`config.mk`:
```
export PLATFORM = sky130hd
export DESIGN_NAME = payload_power_sequencer_core
export DESIGN_NICKNAME = d
export VERILOG_FILES = /design/src/rtl/pps_pkg.sv /design/src/rtl/payload_power_sequencer_core.sv /design/src/rtl/pps_cfg.sv /design/src/rtl/pps_next.sv
export VERILOG_INCLUDE_DIRS = /design/src /design/src/rtl
export SDC_FILE = /design/constraint.sdc
export NUM_CORES = 1
export LEC_CHECK = 0
export BUFFER_PORTS_ARGS = -buffer_cell sky130_fd_sc_hd__buf_2
export CAP_MARGIN = 20
export CELL_PAD_IN_SITES_DETAIL_PLACEMENT = 2
export CELL_PAD_IN_SITES_GLOBAL_PLACEMENT = 2
export CORE_MARGIN = 5
export CORE_UTILIZATION = 25
export DETAILED_ROUTE_END_ITERATION = 12
export GPL_TIMING_DRIVEN = 0
export PLACE_DENSITY_LB_ADDON = 0.1
export REMOVE_ABC_BUFFERS = 1
export SYNTH_ARGS = -nofsm -noshare
export SYNTH_HDL_FRONTEND = slang
export SYNTH_SLANG_ARGS = --single-unit
```
`constraint.sdc`:
```
create_clock -name i_clk -period 13.95 [get_ports i_clk]
set_input_delay 0 -clock i_clk [delete_from_list [all_inputs] [get_ports i_clk]]
set_output_delay 0 -clock i_clk [all_outputs]
set_load 0.05 [all_outputs]
```
`src/rtl/assert_macros.svh`:
```
// Assertion macros shared by the RTL of the payload power sequencer.
// No dependencies; include by bare file name where assertions are written.
`ifndef ASSERT_MACROS_SVH
`define ASSERT_MACROS_SVH

// Same-cycle implication, checked on the rising clock edge outside reset.
`define ASSERT_IMPLIES(lbl, clk, rst_n, ante, cons, msg) \
    lbl: assert property (@(posedge clk) disable iff (!(rst_n)) (ante) |-> (cons)) \
        else $error(msg);

// Next-cycle implication, checked on the rising clock edge outside reset.
`define ASSERT_NEXT(lbl, clk, rst_n, ante, cons, msg) \
    lbl: assert property (@(posedge clk) disable iff (!(rst_n)) (ante) |=> (cons)) \
        else $error(msg);

`endif

```
`src/rtl/pps_pkg.sv`:
```
// Package for the payload power sequencer: payload types, state struct,
// codes and the per-step action table. No dependencies.
`timescale 1ns / 1ps
`default_nettype none

package pps_pkg;

    // Step numbering
    localparam logic [5:0] NUM_STEPS     = 6'd38;
    localparam logic [5:0] LAST_STEP     = 6'd37;
    localparam logic [5:0] STEP_IDLE     = 6'd0;
    localparam logic [5:0] STEP_BEGIN    = 6'd1;
    localparam logic [5:0] STEP_TRANSFER = 6'd35;

    // Enable bits: camera, flash, servo, FPGA, PWM
    localparam logic [4:0] EN_NONE  = 5'b00000;
    localparam logic [4:0] EN_CAM   = 5'b00001;
    localparam logic [4:0] EN_FLASH = 5'b00010;
    localparam logic [4:0] EN_SERVO = 5'b00100;
    localparam logic [4:0] EN_FPGA  = 5'b01000;
    localparam logic [4:0] EN_PWM   = 5'b10000;
    localparam logic [4:0] EN_ALL   = 5'b11111;

    // Servo targets
    localparam logic [1:0] SERVO_BLACK_BODY = 2'd0;
    localparam logic [1:0] SERVO_FILTER_A   = 2'd1;
    localparam logic [1:0] SERVO_FILTER_B   = 2'd2;
    localparam logic [1:0] SERVO_KEEP       = 2'd3;

    // Input kinds and command function codes
    localparam logic       KIND_TICK   = 1'b0;
    localparam logic [7:0] FN_ABORT    = 8'h00;
    localparam logic [7:0] FN_STATUS   = 8'h02;
    localparam logic [7:0] FN_BEGIN    = 8'h03;
    localparam logic [7:0] FN_TRANSFER = 8'h04;
    localparam logic [7:0] FN_ORIENT   = 8'h05;
    localparam logic [7:0] STATUS_OFF  = 8'h00;
    localparam logic [7:0] STATUS_ON   = 8'hFF;

    localparam logic [15:0] CNT_MAX = 16'hFFFF;

    // Configuration register indexes
    localparam int unsigned CFG_IDX_W = 3;
    localparam logic [CFG_IDX_W-1:0] CFG_QUARTER = 3'd0;
    localparam logic [CFG_IDX_W-1:0] CFG_SHUTTER = 3'd1;
    localparam logic [CFG_IDX_W-1:0] CFG_MOVE    = 3'd2;
    localparam logic [CFG_IDX_W-1:0] CFG_ONE     = 3'd3;
    localparam logic [CFG_IDX_W-1:0] CFG_BOOT    = 3'd4;

    typedef enum logic [2:0] {
        DL_QUARTER,
        DL_SHUTTER,
        DL_MOVE,
        DL_ONE,
        DL_BOOT,
        DL_STOP
    } t_delay_sel;

    typedef struct packed {
        logic       kind;
        logic [7:0] function_code;
        logic [7:0] status_byte;
    } t_in_item;

    typedef struct packed {
        logic [5:0] step_index;
        logic       camera_power;
        logic       flash_power;
        logic       servo_power;
        logic       fpga_power;
        logic       pwm_active;
        logic [1:0] servo_target;
        logic       timer_running;
        logic       send_ack;
        logic       send_status;
    } t_out_item;

    typedef struct packed {
        logic [15:0] ticks_quarter_second;
        logic [15:0] ticks_shutter_wait;
        logic [15:0] ticks_servo_move;
        logic [15:0] ticks_one_second;
        logic [15:0] ticks_boot_wait;
    } t_cfg_regs;

    typedef struct packed {
        logic [5:0]  step;
        logic [15:0] tick_count;
        logic [15:0] delay_limit;
        logic [4:0]  enables;
        logic [1:0]  servo;
        logic        running;
        logic        updates_en;
    } t_seq_state;

    typedef struct packed {
        logic ack;
        logic stat;
    } t_msg_flags;

    typedef struct packed {
        logic [4:0] on;
        logic [4:0] off;
        logic [1:0] servo;
        t_delay_sel delay;
    } t_step_action;

    // Action taken when leaving a step
    function automatic t_step_action step_action(input logic [5:0] s);
        t_step_action a;
        unique case (s)
            6'd0:
                a = '{EN_CAM | EN_FLASH, EN_PWM, SERVO_KEEP, DL_BOOT};
            6'd1:
                a = '{EN_FPGA, EN_NONE, SERVO_KEEP, DL_QUARTER};
            6'd2:
                a = '{EN_SERVO | EN_PWM, EN_NONE, SERVO_BLACK_BODY, DL_MOVE};
            6'd3, 6'd7, 6'd18, 6'd29:
                a = '{EN_NONE, EN_PWM, SERVO_KEEP, DL_SHUTTER};
            6'd4:
                a = '{EN_PWM, EN_NONE, SERVO_FILTER_A, DL_MOVE};
            6'd5, 6'd9, 6'd16, 6'd20, 6'd27, 6'd31:
                a = '{EN_NONE, EN_PWM, SERVO_KEEP, DL_QUARTER};
            6'd6, 6'd10, 6'd17, 6'd21, 6'd28, 6'd32:
                a = '{EN_PWM, EN_NONE, SERVO_BLACK_BODY, DL_MOVE};
            6'd8, 6'd19, 6'd30:
                a = '{EN_PWM, EN_NONE, SERVO_FILTER_B, DL_MOVE};
            6'd11, 6'd22:
                a = '{EN_NONE, EN_ALL, SERVO_KEEP, DL_QUARTER};
            6'd12, 6'd23:
                a = '{EN_CAM | EN_FLASH, EN_NONE, SERVO_KEEP, DL_BOOT};
            6'd13, 6'd24:
                a = '{EN_FPGA, EN_NONE, SERVO_KEEP, DL_ONE};
            6'd14, 6'd25:
                a = '{EN_NONE, EN_NONE, SERVO_KEEP, DL_SHUTTER};
            6'd15, 6'd26:
                a = '{EN_SERVO | EN_PWM, EN_NONE, SERVO_FILTER_A, DL_MOVE};
            6'd33:
                a = '{EN_NONE, EN_ALL, SERVO_KEEP, DL_STOP};
            6'd34:
                a = '{EN_FLASH, EN_CAM, SERVO_KEEP, DL_QUARTER};
            6'd35, 6'd36:
                a = '{EN_NONE, EN_NONE, SERVO_KEEP, DL_QUARTER};
            6'd37:
                a = '{EN_NONE, EN_CAM | EN_FLASH | EN_SERVO | EN_FPGA, SERVO_KEEP, DL_STOP};
            default:
                a = '{EN_NONE, EN_NONE, SERVO_KEEP, DL_STOP};
        endcase
        return a;
    endfunction

endpackage

`default_nettype wire

```
`src/rtl/payload_power_sequencer_core.sv`:
```
// Top level of the payload power sequencer: input register, state update,
// result register and configuration port. Depends on pps_pkg, pps_cfg,
// pps_next and assert_macros.svh.
`timescale 1ns / 1ps
`default_nettype none

// Usage
//   Input channel: i_in_valid / o_in_stall carry one t_in_item per transfer,
//   either a timer tick or an already checked command. Output channel:
//   o_out_valid / i_out_stall carry exactly one t_out_item per input item,
//   giving the sequencer state after that item plus the ack/status flags.
//   A transfer happens on a rising edge with valid high and stall low.
//   The result passes through the input register, then the state update into
//   the result register. Throughput: one item per cycle while the receiver
//   does not stall; the state update is a single table lookup, one saturating
//   16-bit increment and magnitude and equality compares, so nothing iterates.
//   When the receiver stalls, the result register holds; one more item can
//   wait in the input register, after which o_in_stall rises.
//   Reset (i_rst_n low, synchronous) empties both registers, returns the
//   sequencer to step 0 with all supplies off and the timer stopped, and
//   loads the default delay tick counts. Configuration writes through
//   i_cfg_we / i_cfg_index / i_cfg_data take effect at the next delay load.
module payload_power_sequencer_core (
    input  wire                             i_clk,
    input  wire                             i_rst_n,
    input  wire                             i_in_valid,
    output logic                            o_in_stall,
    input  wire pps_pkg::t_in_item          i_in_data,
    output logic                            o_out_valid,
    input  wire                             i_out_stall,
    output pps_pkg::t_out_item              o_out_data,
    input  wire                             i_cfg_we,
    input  wire [pps_pkg::CFG_IDX_W-1:0]    i_cfg_index,
    input  wire [15:0]                      i_cfg_data
);
    import pps_pkg::*;

    `include "assert_macros.svh"

    logic       r_in_valid;
    t_in_item   r_in;
    t_seq_state r_state;
    t_seq_state n_state;
    t_msg_flags n_flags;
    logic       r_out_valid;
    t_out_item  r_out;
    t_out_item  n_out;
    t_cfg_regs  cfg;
    logic       advance;
    logic       in_load;

    // Delay tick counts
    pps_cfg u_cfg (
        .i_clk       (i_clk),
        .i_rst_n     (i_rst_n),
        .i_cfg_we    (i_cfg_we),
        .i_cfg_index (i_cfg_index),
        .i_cfg_data  (i_cfg_data),
        .o_cfg       (cfg)
    );

    // State update for the item held in the input register
    pps_next u_next (
        .i_state (r_state),
        .i_item  (r_in),
        .i_cfg   (cfg),
        .o_state (n_state),
        .o_flags (n_flags)
    );

    // Advance the held item when the result register is empty or draining
    assign advance    = r_in_valid && (!r_out_valid || !i_out_stall);
    assign o_in_stall = r_in_valid && !advance;
    assign in_load    = i_in_valid && !o_in_stall;

    always_ff @(posedge i_clk) begin
        if (!i_rst_n) begin
            r_in_valid <= 1'b0;
        end else if (in_load) begin
            r_in_valid <= 1'b1;
        end else if (advance) begin
            r_in_valid <= 1'b0;
        end
    end

    // Payload holds while the input register is stalled
    always_ff @(posedge i_clk) begin
        if (in_load) begin
            r_in <= i_in_data;
        end
    end

    always_ff @(posedge i_clk) begin
        if (!i_rst_n) begin
            r_state.step        <= STEP_IDLE;
            r_state.tick_count  <= '0;
            r_state.delay_limit <= '0;
            r_state.enables     <= EN_NONE;
            r_state.servo       <= SERVO_BLACK_BODY;
            r_state.running     <= 1'b0;
            r_state.updates_en  <= 1'b0;
        end else if (advance) begin
            r_state <= n_state;
        end
    end

    // Build the result from the updated state
    always_comb begin
        n_out.step_index    = n_state.step;
        n_out.camera_power  = |(n_state.enables & EN_CAM);
        n_out.flash_power   = |(n_state.enables & EN_FLASH);
        n_out.servo_power   = |(n_state.enables & EN_SERVO);
        n_out.fpga_power    = |(n_state.enables & EN_FPGA);
        n_out.pwm_active    = |(n_state.enables & EN_PWM);
        n_out.servo_target  = n_state.servo;
        n_out.timer_running = n_state.running;
        n_out.send_ack      = n_flags.ack;
        n_out.send_status   = n_flags.stat;
    end

    always_ff @(posedge i_clk) begin
        if (!i_rst_n) begin
            r_out_valid <= 1'b0;
        end else if (advance) begin
            r_out_valid <= 1'b1;
        end else if (!i_out_stall) begin
            r_out_valid <= 1'b0;
        end
    end

    always_ff @(posedge i_clk) begin
        if (advance) begin
            r_out <= n_out;
        end
    end

    assign o_out_valid = r_out_valid;
    assign o_out_data  = r_out;

    // The timer only runs on a step that has an action
    `ASSERT_IMPLIES(a_run_step_valid, i_clk, i_rst_n, r_state.running, r_state.step < NUM_STEPS, "timer running on an unreachable step")

    // Ack and status come from disjoint causes
    `ASSERT_IMPLIES(a_flags_exclusive, i_clk, i_rst_n, r_out_valid, !(r_out.send_ack && r_out.send_status), "ack and status raised together")

    // A tick while stopped leaves the state untouched
    `ASSERT_NEXT(a_idle_tick_hold, i_clk, i_rst_n, advance && (r_in.kind == KIND_TICK) && !r_state.running, r_state == $past(r_state), "state changed on a tick while stopped")

    // A full input register with a blocked result must push back
    `ASSERT_IMPLIES(a_backpressure, i_clk, i_rst_n, r_in_valid && r_out_valid && i_out_stall, o_in_stall, "input not stalled while both registers are full")

endmodule

`default_nettype wire

```
`src/rtl/pps_cfg.sv`:
```
// Delay configuration registers of the payload power sequencer.
// Depends on pps_pkg.
`timescale 1ns / 1ps
`default_nettype none

module pps_cfg (
    input  wire                             i_clk,
    input  wire                             i_rst_n,
    input  wire                             i_cfg_we,
    input  wire [pps_pkg::CFG_IDX_W-1:0]    i_cfg_index,
    input  wire [15:0]                      i_cfg_data,
    output pps_pkg::t_cfg_regs              o_cfg
);
    import pps_pkg::*;

    t_cfg_regs r_cfg;

    always_ff @(posedge i_clk) begin
        if (!i_rst_n) begin
            r_cfg.ticks_quarter_second <= 16'd1;
            r_cfg.ticks_shutter_wait   <= 16'd2;
            r_cfg.ticks_servo_move     <= 16'd3;
            r_cfg.ticks_one_second     <= 16'd4;
            r_cfg.ticks_boot_wait      <= 16'd16;
        end else if (i_cfg_we) begin
            unique case (i_cfg_index)
                CFG_QUARTER: r_cfg.ticks_quarter_second <= i_cfg_data;
                CFG_SHUTTER: r_cfg.ticks_shutter_wait   <= i_cfg_data;
                CFG_MOVE:    r_cfg.ticks_servo_move     <= i_cfg_data;
                CFG_ONE:     r_cfg.ticks_one_second     <= i_cfg_data;
                CFG_BOOT:    r_cfg.ticks_boot_wait      <= i_cfg_data;
                default: ;  // writes outside the register list drop
            endcase
        end
    end

    assign o_cfg = r_cfg;

endmodule

`default_nettype wire

```
`src/rtl/pps_next.sv`:
```
// Next-state logic of the payload power sequencer: one tick or command
// applied to the current state. Depends on pps_pkg.
`timescale 1ns / 1ps
`default_nettype none

module pps_next (
    input  wire pps_pkg::t_seq_state i_state,
    input  wire pps_pkg::t_in_item   i_item,
    input  wire pps_pkg::t_cfg_regs  i_cfg,
    output pps_pkg::t_seq_state      o_state,
    output pps_pkg::t_msg_flags      o_flags
);
    import pps_pkg::*;

    t_step_action act;
    logic [15:0]  cnt_inc;

    assign act     = step_action(i_state.step);
    assign cnt_inc = (i_state.tick_count != CNT_MAX) ? i_state.tick_count + 16'd1
                                                      : i_state.tick_count;

    always_comb begin
        o_state = i_state;
        o_flags = '0;
        if (i_item.kind == KIND_TICK) begin
            if (i_state.running) begin
                o_state.tick_count = cnt_inc;
                if (cnt_inc >= i_state.delay_limit) begin
                    o_state.tick_count = '0;
                    if (i_state.step < NUM_STEPS) begin
                        o_state.enables = (i_state.enables & ~act.off) | act.on;
                        if (act.servo != SERVO_KEEP) begin
                            o_state.servo = act.servo;
                        end
                        unique case (act.delay)
                            DL_QUARTER: o_state.delay_limit = i_cfg.ticks_quarter_second;
                            DL_SHUTTER: o_state.delay_limit = i_cfg.ticks_shutter_wait;
                            DL_MOVE:    o_state.delay_limit = i_cfg.ticks_servo_move;
                            DL_ONE:     o_state.delay_limit = i_cfg.ticks_one_second;
                            DL_BOOT:    o_state.delay_limit = i_cfg.ticks_boot_wait;
                            default:    o_state.running     = 1'b0;
                        endcase
                        o_state.step = (i_state.step == LAST_STEP) ? STEP_IDLE
                                                                    : i_state.step + 6'd1;
                    end
                    o_flags.stat = i_state.updates_en;
                end
            end
        end else begin
            unique case (i_item.function_code)
                FN_ABORT: begin
                    o_state.step    = STEP_IDLE;
                    o_state.enables = EN_NONE;
                    o_state.running = 1'b0;
                    o_flags.ack     = 1'b1;
                end
                FN_STATUS: begin
                    if (i_item.status_byte == STATUS_OFF) begin
                        o_state.updates_en = 1'b0;
                    end else if (i_item.status_byte == STATUS_ON) begin
                        o_state.updates_en = 1'b1;
                    end
                    o_flags.stat = 1'b1;
                end
                FN_BEGIN: begin
                    o_state.enables     = (i_state.enables | EN_CAM | EN_FLASH) & ~EN_PWM;
                    o_state.delay_limit = i_cfg.ticks_boot_wait;
                    o_state.step        = STEP_BEGIN;
                    o_state.running     = 1'b1;
                    o_flags.ack         = 1'b1;
                end
                FN_TRANSFER: begin
                    o_state.enables     = (i_state.enables | EN_FLASH) & ~EN_CAM;
                    o_state.delay_limit = i_cfg.ticks_quarter_second;
                    o_state.step        = STEP_TRANSFER;
                    o_state.running     = 1'b1;
                    o_flags.ack         = 1'b1;
                end
                FN_ORIENT: begin
                    o_flags.ack = 1'b1;
                end
                default: ;  // other codes change nothing
            endcase
        end
    end

endmodule

`default_nettype wire
```
**Word level (Yosys, flattened, before mapping)**

Memories as Yosys holds them, arrays and structs flattened. A register that Yosys moved wholly into a read port is not among the register bits.
Index checks and enable logic that the tools add are counted.

- $add $sub $neg: 2
- Magnitude comparators: 2
- Equal/unequal tests: 18
- Multiplexer cells: 30
- Bitwise logic cells: 4
- Reduce and logical (&&, ||, !) cells: 29

Operators with widths:

| kind | count |
|---|---|
| two-way mux 46 bit | 2 |
| case mux 16 bit (5 select lines) | 1 |
| case mux 16 bit (2 select lines) | 1 |
| two-way mux 6 bit | 5 |
| two-way mux 24 bit | 1 |
| two-way mux 21 bit | 1 |
| case mux 6 bit (3 select lines) | 1 |
| adder 16 x 1 -> 16 bit (second input constant) | 1 |
| equality test 8 x 2 -> 1 bit (second input constant) | 2 |
| equality test 8 x 3 -> 1 bit (second input constant) | 2 |
| >= comparator 16 bit | 1 |
| logical NOT 8 bit | 2 |
| two-way mux 16 bit | 1 |
| inequality test 16 bit (second input constant) | 1 |
| case mux 5 bit (3 select lines) | 1 |
| two-way mux 1 bit | 13 |
| equality test 3 x 2 -> 1 bit (second input constant) | 4 |
| AND reduction 2 bit | 5 |
| nonzero test 2 bit | 5 |
| equality test 8 bit (second input constant) | 1 |
| adder 6 x 1 -> 6 bit (second input constant) | 1 |
| equality test 3 x 1 -> 1 bit (second input constant) | 2 |
| equality test 3 bit (second input constant) | 2 |
| equality test 6 bit (second input constant) | 1 |
| other kinds (21) | 28 |

- Register bits after elaboration: 162
- Bits in read-only memories: 960
- Input bits: 41
- Output and inout bits: 18
- Logic and storage cells: 113
- Memories: 1

Memories:

| name | depth | width | rd ports | clocked after Yosys merged registers in | wr ports | RTL line | text |
|---|---|---|---|---|---|---|---|
| (name not given) | 64 | 15 | 1 | 1 | 0 | pps_pkg.sv:111 | `unique case (s)` |

**Logic depth before layout (Yosys ltp)**

Gate-level depths: netlist of the first run.

- Depth in word-level cells: 9
- Gate-level depth with buffers: 25
- Mapped depth without buffers: 23

**By module**

Synthesis of the first run repeated with hierarchy kept, for this count alone.

- Cell total of the unflattened synthesis: 1070
- Area total of the unflattened synthesis: 9532.9 um2

Modules (own cells, without submodules):

| module | instances | cells an instance | area each (um2) | sequential area each (um2) |
|---|---|---|---|---|
| pps_next | 1 | 539 | 3568.4 | 0.0 |
| pps_cfg | 1 | 286 | 3021.6 | 1601.5 |
| payload_power_sequencer_core | 1 | 245 | 2942.8 | 1971.9 |

**Worst setup path before layout of the first run**

No wires, ideal clock.

- Path kind: register to register
- From: register r_state[31] (netlist name)
- To: register, netlist name u_next.act[0]
- Setup time: 0.127 ns
- Arrival: 5.263 ns
- Required time: 13.823 ns
- Slack: 8.560 ns
- Stages on the path, launching flop included: 24
- Buffers on the path: 2
- Clock period less this slack: 5.390 ns
- Cell sequence: dfxtp_1 clkbuf_1 nand4_1 nor3_1 and4_1 nand4_1 and3_1 nor2b_1 and2_1 xnor2_1 ha_1 nand2_1 or3_1 or4_1 and3_1 buf_6 nor2_1 o41ai_1 nor2_1 inv_1 ha_1 mux2_2 a221oi_1 o31ai_1

- Cells in the longest elaborated chain, start to end: 8
- Elaborated cells between the ends (all ways): 9
- Classes of those cells: add/sub (1); order compare (1); eq/ne (1); mux (6)

RTL lines:

| element | RTL line | text |
|---|---|---|
| start, declared | payload_power_sequencer_core.sv:42 | `t_seq_state r_state;` |
| start signal, assigned | payload_power_sequencer_core.sv:103 | `r_state <= n_state;` |
| adder 16 x 1 -> 16 bit or inequality test 16 bit (tied branches) | pps_next.sv:19 | `assign cnt_inc = (i_state.tick_count != CNT_MAX) ? i_state.tick_count + 16'd1` |
| two-way mux 16 bit (*) | pps_next.sv:19 |  |
| >= comparator 16 bit (*) | pps_next.sv:28 | `if (cnt_inc >= i_state.delay_limit) begin` |
| two-way mux 46 bit (*) | pps_next.sv:28 |  |
| two-way mux 46 bit (*) | pps_next.sv:26 | `if (i_state.running) begin` |
| two-way mux 6 bit (*) | pps_next.sv:25 | `if (i_item.kind == KIND_TICK) begin` |
| two-way mux 6 bit (no line) (*) (2 in a row) | -- |  |

Mark *: on every way between the ends. The rest lies on a longest branch, timed or not. The select of a mux whose other input is x is not followed.
A chain may end at the register's enable or synchronous reset.

**Worst setup path after layout of the first run**

- From: register r_state[31] (netlist name)
- To: register, netlist name u_next.act[0]

- Cells in the longest elaborated chain, start to end: 8
- Elaborated cells between the ends (all ways): 9
- Classes of those cells: add/sub (1); order compare (1); eq/ne (1); mux (6)

RTL lines:

| element | RTL line |
|---|---|
| adder 16 x 1 -> 16 bit or inequality test 16 bit (tied branches) | pps_next.sv:19 |
| two-way mux 16 bit (*) | pps_next.sv:19 |
| >= comparator 16 bit (*) | pps_next.sv:28 |
| two-way mux 46 bit (*) | pps_next.sv:28 |
| two-way mux 46 bit (*) | pps_next.sv:26 |
| two-way mux 6 bit (*) | pps_next.sv:25 |
| two-way mux 6 bit (no line) (*) (2 in a row) | -- |

Marked as above.

==> flow_summary.toml, run 1 <==
[yosys]
ys_seq_area_share_pct = 42.99
synthFlopType = "dfxtp_1"
synth-compound-area-share_pct = 22.35
synth-edff-count = 33
syn-cell-area_um2 = 8919
async_reset_ff_share_pct = 0
yosys.area_share.adder_pct = 4.068
synth_area_per_cell_um2 = 8.205
synth_xor_area_share_pct = 1.375
yosys_register_bits = 175
muxShareOfSynthArea_pct = 3.311
synth.distinct_cells = 71
synth_top_family_by_area = "compound AO/OA/AOI/OAI gates"
synth-simple-area-share_pct = 21.46
netlist_instances = 1087
ys_warn_count = 0

[route]
top_layer = "met4"
vias_per_cell = 5.051
post_drt_wl_per_cell_um = 20.23
vias = 8163
wirelength_um = 32700
drc = 0
wl_met1_um = 16500
drtIter0Drc = 315
dr_wl_met2_um = 15500
detailroute.wirelength.met3_um = 427
antenna_left = 0
dr.pass1.iters = 4

[sta]
clock-skew-final_ns = 0.01184
setup_ws_ns = 7.172
post-route-period-util_pct = 48.59
finalHoldViolations = 0
max_freq_ghz = 0.1475
worstMarginPinSlew_ns = 1.122
min_period_ns = 6.778
rsz0062_at_grt = "false"
final.setup.tns_ns = 0
slew_headroom_pct = 25.09
whs_ns = 0.1378
setup_violations = 0
drv_slew = 0

[place]
gp_congestion = 0.7683
pre_cts_slack_ns = 7.102
port_buffers = 58
dp.final_hpwl_um = 21480

[flow_run]
cap_violations = 0

[global_route]
track_usage_pct = 16.69
grt_max_degree = 101
grt-ovfl-total = 0
grt_pass1_vias = 8699
grt_first_pass_wirelength_um = 51160
antenna_found_initial = 0

[die]
core-area_um2 = 35400
initial_core_util_pct = 25.20
die-width_um = 198.9
die_area_um2 = 39550
die_height_um = 198.9
std_cell_rows = 69
ioPinCount = 59

[clocking]
clock-sinks = 175
cts_buffer_depth = 2
cts_setup_buffers = 0
insertion_delay_ns = 0.45
numCtsBuffers = 17
cts.clk_slew.worst_paths_ns = 0.08
ctsHoldBuffers = 39
root_buffer = "clkbuf_16"
cts.htree.levels = 4
post_cts_resized = 0
cts_tree = "done"

[worst_hold_path]
min_path_type = "in2reg"

[final_layout]
layout_common_cells = "nand2_1, dfxtp_1, a21oi_1, nor2_1, buf_2"
regArea_um2 = 3834
multi_input_area_um2 = 4696
final_common_cell = "nand2_1"
area_growth_pct = 19.57
nNetsFinal = 1213
fill_cells = 4080
n_antenna_cell = 0
drive_gt1_share_pct = 10.74

[critical_path]
crit_fanout = 11
cp.arrival_ns = 7.07
worst_setup_path_start_kind = "flip-flop"
path_class = "reg2reg"
max_stage_delay_ns = 0.64
crit_chain = "nand4_1 > nor3_1 > and4_1 > nand4_1 > and3_1 > nor2b_1 > and2_1 > xnor2_1 > ha_1 > nand2_1 > or3_1 > or4_1 > and3_1 > nor2_1 > o41ai_1 > nor2_1 > inv_1 > ha_1 > mux2_2 > a221oi_1 > o31ai_1"
critPathCaptureType = "flip-flop"
crit_required_ns = 14.24
crit_path_top_delay_cell = "nor2_1"

[power]
power_mw = 1.178
power_density_nw_per_um2 = 110.4
power_leakage_nw = 3.850
ir_drop_mv = 0.08636

[outcome]
outcome = "complete, no violations"
[kinds of logic after synthesis]
kind of cell             count (synthesis)
buffers and inverters                   99
AO/OA/AOI/OAI                          301
XOR/XNOR                                14
AND/OR/NAND/NOR                        441
flip-flops                             175
adder cells (fa/ha/maj)                 29
multiplexers                            28
[sequential cells by signal (all words and copies together), names as in the netlist]
register / flops
r_state: 47
u_cfg.o_cfg: 80
o_out_valid: 1
u_next.act: 13
o_out_data: 16
r_in: 17
r_in_valid: 1
[per-layer routing]
layer	vias to the layer above	GRT usage [%]
li1	3983	-
met1	4123	23.06
met2	47	28.04
met3	10	2.151
met4	0	3.546
met5	-	0
[power by group]
part	internal, mW	switching [mW]
Combinational	0.0326	0.0623
Clock	0.308	0.231
Sequential	0.529	0.0156
[metrics by stage]
step,cell area (um2),std cells,util [%]
after floorplan,8646,1021,-
after global placement,9513,1540,26.88
final,10660,1616,30.13
after detailed placement,9625,1545,27.19
after global routing,10660,1616,30.13
after CTS,10660,1615,30.11
[synth_stat cells (9+ instances only)]
cell type	instances	area, um2
a221oi_1	16	140.1
nor2_1	92	345.3
mux2_2	12	135.1
edfxtp_1	33	991.0
ha_1	29	362.9
nand3_1	29	145.1
a22oi_1	36	270.3
dfxtp_1	142	2843
nand4_1	9	56.30
o22a_1	13	113.9
mux2i_1	16	160.2
inv_1	29	108.9
a21oi_1	109	545.5
nor3_1	15	75.07
nor2b_1	13	81.33
and3_1	10	62.56
a22o_1	13	113.9
nand2_1	238	893.4
xnor2_1	10	87.58
clkbuf_1	53	198.9
a211oi_1	18	135.1
o21ai_0	40	200.2
[area by class of cell]
cell class                      instances  area share (%)
Clock buffer                           19           4.459
Clock inverter                         12           1.549
Inverter                               33           1.208
Multi-Input combinational cell        813           44.03
Sequential cell                       175           35.95
Tap cell                              461           5.409
Timing Repair Buffer                  103           7.392
[critical path, delay by kind of cell (launching register included)]
family                   cells  cell delay, ns
adder cells (fa/ha/maj)      2            0.65
AO/OA/AOI/OAI                3            0.52
AND/OR/NAND/NOR             13            4.25
XOR/XNOR                     1            0.16
flip-flops                   1            0.46
buffers and inverters        1            0.26
multiplexers                 1            0.31
[worst paths after layout]
| kind | start | end | slack (ns) | cells past startpoint |
|---|---|---|---|---|
| worst max-delay path | r_state[31] | u_next.act[0] | 7.17 | 21 |
| worst min-delay path | i_cfg_index[0] | u_cfg.o_cfg[54] | 0.14 | 6 |
| worst min register to register | u_cfg.o_cfg[38] | u_cfg.o_cfg[38] | 0.46 | 2 |
| worst max register to register | r_state[31] | u_next.act[0] | 7.17 | 21 |
(Power assumes the default switching activity.)
==> run 2, diff against run 1 <==
- clock period: 13.95 -> 5.95 ns (I/O delays scaled with it)
==> run 2 against run 1 <==
  * Combinational power is 140% higher
  * Clock skew up 0.0038 ns
  * Fmax is 20% higher
  * Non-clock buffer count is 17 higher
  * First-iteration DRC count decreased by 2.9%
  * Sequential power grew 130%
  * Largest power group unchanged
  * Highest routed layer unchanged
==> flow_summary.toml, run 2 (synthesis results as in run 1) <==
[outcome]
outcome = "complete, no violations"

[critical_path]
crit_required_ns = 6.26
crit_chain = "nand4_1 > nor3_2 > and4_2 > nand4_1 > and3_4 > nor2b_1 > and2_1 > xnor2_1 > ha_1 > nand2_1 > or3_1 > or4_1 > nand3_4 > buf_12 > a311oi_1 > o21ai_4 > inv_1 > mux2_2 > a221oi_1 > o31ai_1"
r2r_end = "u_next.act[0]"
path_common_cell = "nand4_1"
rrSetupSlack_ns = 0.31
path_class = "reg2reg"
r2r_cells = 20
crit_fanout = 18
max_stage_delay_ns = 0.60
critPathCaptureType = "flip-flop"
cp.arrival_ns = 5.95
r2r_start = "r_state[34]"
crit_path_top_delay_cell = "or4_1"
worst_setup_path_start_kind = "flip-flop"

[sta]
drv_slew = 0
worstMarginPinSlew_ns = 1.137
setup_violations = 0
whs_ns = 0.1346
slew_headroom_pct = 24.17
max_freq_ghz = 0.1774
finalHoldViolations = 0
post-route-period-util_pct = 94.74
min_period_ns = 5.637
clock-skew-final_ns = 0.01561

[die]
std_cell_rows = 69
core-area_um2 = 35400
initial_core_util_pct = 25.20
ioPinCount = 59
die_height_um = 198.9
die-width_um = 198.9
die_area_um2 = 39550

[final_layout]
layout_common_cells = "nand2_1, dfxtp_1, a21oi_1, nor2_1, buf_2"
nNetsFinal = 1231
fill_cells = 4063
n_antenna_cell = 0
post-route-util_pct = 30.82
multi_input_area_um2 = 4795
largest_reg_flops = 80
drive_gt1_share_pct = 13.55
regArea_um2 = 3839
area_growth_pct = 22.31
final_common_cell = "nand2_1"

[power]
power_density_nw_per_um2 = 254.2
power_mw = 2.773
switching_share_pct = 26.31
p_clk_share_pct = 45.6
ir_drop_mv = 0.2031
p_sw_mw = 0.7294
internal-power_mw = 2.043
power_frac_comb_pct = 8.3
power_leakage_nw = 3.951
seq_power_share_pct = 46.0

[place]
port_buffers = 58
gp_congestion = 0.7683
dp.final_hpwl_um = 21480

[global_route]
grt_first_pass_wirelength_um = 51360
grt_pass1_vias = 8719
grt_max_degree = 101
track_usage_pct = 16.76
grt-ovfl-total = 0
antenna_found_initial = 0

[clocking]
cts.clk_slew.worst_paths_ns = 0.08
numCtsBuffers = 17
clock-sinks = 175
cts_tree = "done"
insertion_delay_ns = 0.45
cts.htree.levels = 4
cts_buffer_depth = 2
root_buffer = "clkbuf_16"

[worst_hold_path]
min_to = "u_cfg.o_cfg[50]"
min_path_type = "in2reg"
hp-start = "i_cfg_index[0]"
whs_path_depth = 6

[route]
post_drt_wl_per_cell_um = 20.49
antenna_left = 0
drc = 0
vias_per_cell = 5.084
vias = 8307
wirelength_um = 33480
drtIter0Drc = 306
dr.pass1.iters = 5

[flow_run]
cap_violations = 0
## run 2: metal layers
metal / track usage [%] / vias up / routed length, um
li1: - / 4021 / -
met1: 23.19 / 4196 / 16600
met2: 28.14 / 84 / 15880
met3: 2.151 / 6 / 843
met4: 3.546 / 0 / 158
met5: 0 / - / 0
## run 2: layout make-up
type | count | share of cell area (%)
Tap cell | 461 | 5.288
Sequential cell | 175 | 35.19
Clock inverter | 12 | 1.514
Timing Repair Buffer | 120 | 8.511
Clock buffer | 19 | 4.359
Inverter | 33 | 1.181
Multi-Input combinational cell | 814 | 43.95
## run 2: repair_timing
action	4_1_cts	5_1_grt
endpoints found under the setup margin	33	24
setup buffers	4	13
gates resized for setup	13	12
hold buffers	39	0
cloned	0	1
pin swaps	2	5
hold endpoints to repair	99	0
## run 2: worst max-delay path: cells and delay by family (launching register included)
family,cells,cell delay (ns)
multiplexers,1,0.33
buffers and inverters,2,0.41
adder cells (fa/ha/maj),1,0.28
XOR/XNOR,1,0.16
AO/OA/AOI/OAI,4,1.07
AND/OR/NAND/NOR,11,2.81
flip-flops,1,0.42
## run 2: power groups by stage
| stage | logic [mW] | registers, mW | clock network [mW] |
|---|---|---|---|
| after floorplan | 0.0994 | 1.31 | 0 |
| after global placement | 0.197 | 1.30 | 0 |
| after detailed placement | 0.205 | 1.30 | 0 |
| after CTS | 0.229 | 1.28 | 1.31 |
| after global routing | 0.254 | 1.28 | 1.35 |
| final | 0.231 | 1.28 | 1.26 |
## run 2: metrics by stage
stage | TNS, ns | area [um2] | setup slack [ns] | cells
after floorplan | 0 | 8646 | 0.5763 | 1021
after global placement | -25.37 | 9513 | -1.104 | 1540
after detailed placement | -9.756 | 9625 | -0.8983 | 1545
after CTS | 0 | 10730 | 0.04132 | 1619
after global routing | -0.02176 | 10910 | -0.01585 | 1634
final | 0 | 10910 | 0.3127 | 1634
## run 2: worst max-delay path by stage
stage	from	endpoint	slack, ns	cells after the start
2_1_floorplan	r_state[31]	u_next.act[0]	0.58	21
3_3_place_gp	r_state[31]	u_next.act[11]	-1.10	23
3_5_place_dp	r_state[31]	u_next.act[11]	-0.90	23
4_1_cts	r_state[31]	u_next.act[5]	0.04	20
5_1_grt	r_state[34]	u_next.act[3]	-0.02	22
6_report	r_state[34]	u_next.act[0]	0.31	20
==> run 3, diff against run 2 <==
- ABC_AREA: default -> 1
- CAP_MARGIN: 20 -> 10
- CTS_BUF_LIST: default -> sky130_fd_sc_hd__clkbuf_16
==> run 3 against run 2 <==
  * Clock skew fell by 0.0071 ns
  * Critical path depth rose by 6
  * Global-route usage barely moved
  * Wire length fell by 4.1%
  * Critical path type unchanged
  * Critical endpoint is now u_next.act[14]
==> flow_summary.toml, run 3 <==
[clocking]
cts_tree = "done"
cts_setup_buffers = 0
root_buffer = "clkbuf_16"
post_cts_resized = 0
cts_buffer_depth = 2
cts.clk_slew.worst_paths_ns = 0.07
numCtsBuffers = 17
cts.htree.levels = 4
insertion_delay_ns = 0.45
clock-sinks = 175

[yosys]
synthTopCellsByArea = "dfxtp_1, edfxtp_1, nand2_1"
synth_most_common_cell = "nand2_1"
synth_area_per_cell_um2 = 7.333
synth-edff-count = 33
yosysTopAreaCellShare_pct = 32.20
synthFlopType = "dfxtp_1"
ys_seq_area_share_pct = 43.42
yosys_register_bits = 175
async_reset_ff_share_pct = 0
netlist_instances = 1204
yosysTopAreaCell = "dfxtp_1"
ys_warn_count = 0
synth.distinct_cells = 46
synth_common_cells = "nand2_1, nor2_1, dfxtp_1"
syn-cell-area_um2 = 8828

[die]
die_height_um = 197.9
ioPinCount = 59
core-area_um2 = 34710
std_cell_rows = 68
initial_core_util_pct = 25.43
die-width_um = 197.9
die_area_um2 = 39170

[critical_path]
rrSetupSlack_ns = 0.71
crit_fanout = 11
r2r_start = "r_state[28]"
r2r_cells = 26
crit_required_ns = 6.28
path_class = "reg2reg"
worst_setup_path_start_kind = "flip-flop"
critPathCaptureType = "flip-flop"
startpoint = "r_state[28]"
cp.arrival_ns = 5.57

[final_layout]
drive_gt1_share_pct = 10.36
nNetsFinal = 1341
multi_input_area_um2 = 4243
largest_reg_flops = 80
instances_no_fill = 1739
fill_cells = 4073
finalInstanceArea_um2 = 10530
regArea_um2 = 3834
area_growth_pct = 19.29
layout_common_cells = "nand2_1, nor2_1, dfxtp_1, inv_1, o21ai_0"
final_common_cell = "nand2_1"
n_antenna_cell = 0

[route]
post_drt_wl_per_cell_um = 18.46
wirelength_um = 32100
drc = 0
antenna_left = 0
dr.pass1.iters = 5
vias = 8367
vias_per_cell = 4.811
drtIter0Drc = 250

[global_route]
grt_max_degree = 89
grt_pass1_vias = 9152
grt-ovfl-total = 0
track_usage_pct = 16.75
grt_first_pass_wirelength_um = 51430
antenna_found_initial = 0

[sta]
final.setup.tns_ns = 0
max_freq_ghz = 0.1909
setup_violations = 0
clock-skew-final_ns = 0.008549
worstMarginPinSlew_ns = 1.118
setup_ws_ns = 0.7106
finalHoldViolations = 0
slew_headroom_pct = 25.35
min_period_ns = 5.239
drv_slew = 0
post-route-period-util_pct = 88.06
rsz0062_at_grt = "false"

[power]
p_sw_mw = 0.8385
power_leakage_nw = 4.403
internal-power_mw = 2.082
switching_share_pct = 28.71
power_frac_comb_pct = 14.0
power_density_nw_per_um2 = 277.3
p_clk_share_pct = 41.2
seq_power_share_pct = 44.7
ir_drop_mv = 0.2134

[place]
placedCellCount = 1670
pre_cts_slack_ns = 0.6195
port_buffers = 58
dp.final_hpwl_um = 21860
gp_congestion = 0.7928
dpl-instance-area_um2 = 9555

[worst_hold_path]
min_path_type = "in2reg"
hp-start = "i_cfg_index[1]"
whs_path_depth = 4

[outcome]
outcome = "complete, no violations"

[flow_run]
cap_violations = 0
## run 3: cell types whose count changed after synthesis, moves of 13 or more
cell / before / now
nor2b_1: 13 / 0
nor2_1: 92 / 149
a22oi_1: 36 / 0
inv_1: 29 / 128
mux2i_1: 16 / 0
o21ai_0: 40 / 120
a221oi_1: 16 / 0
a211oi_1: 18 / 1
a22o_1: 13 / 0
o22a_1: 13 / 0
## run 3: logic make-up after synthesis
logic type / share of synthesized area [%]
compound gates: 17.79
xor+xnor: 1.190
fa+ha+maj: 4.110
buf+inv: 8.773
flops: 43.42
simple gates: 24.72
## run 3: cell type report
class,count,area share [%]
well taps,455,5.406
multi-input cells,834,40.29
inverters,143,5.097
clock buffers,17,4.039
clock inverters,15,1.711
repair buffers,100,7.057
flip-flops and latches,175,36.40
## run 3: stage by stage
stage               util [%]  total power [mW]  hold slack, ns
floorplan                  -             1.555         0.08411
global placement       27.22             1.715          0.1777
detailed placement     27.53             1.731          0.1783
CTS                    30.34             2.975         0.03303
global route           30.34             3.065         0.07791
finish                 30.34             2.920         0.04624
## run 3: power by group through the flow
| stage | registers (mW) | logic [mW] | clock network (mW) |
|---|---|---|---|
| floorplan | 1.34 | 0.213 | 0 |
| global placement | 1.33 | 0.384 | 0 |
| detailed placement | 1.33 | 0.398 | 0 |
| CTS | 1.31 | 0.418 | 1.25 |
| global route | 1.31 | 0.461 | 1.29 |
| finish | 1.31 | 0.410 | 1.20 |
## run 3: path summary, 6_finish.rpt
| check | to |
|---|---|
| min reg2reg | u_cfg.o_cfg[62] |
| max | u_next.act[14] |
| min | u_cfg.o_cfg[49] |
| max reg2reg | u_next.act[14] |
## run 3: critical path: stages (launching register included)
cell and delay, ns:
dfxtp_1 0.43, inv_1 0.11, nor3_2 0.22, nand3_1 0.22, nor3_2 0.23, nand3_1 0.23
nand2_1 0.20, nor4_1 0.08, xor2_1 0.17, ha_1 0.36, nand2_1 0.06, o21ai_0 0.19
a21oi_1 0.10, nand2_1 0.35, nand2_1 0.30, nand2_1 0.12, nand3_1 0.07, nand2_1 0.16
nand2_1 0.09, nand2_2 0.28, inv_1 0.21, ha_1 0.28, or2_2 0.30, nand3_1 0.10
nand2_1 0.06, o21ai_1 0.13, nand2_1 0.07
## run 3: timing repair
item                       4_1_cts  5_1_grt
hold endpoints to repair       102        0
setup endpoints to repair        0        0
hold buffers                    37        0
## run 3: layer usage
layer	track usage, %	part of all wire (%)	up-vias
met3	2.348	1.5	16
met2	28.87	49	57
met5	0	0	-
met4	3.902	0.88	0
met1	22.29	49	4180
li1	-	-	4114
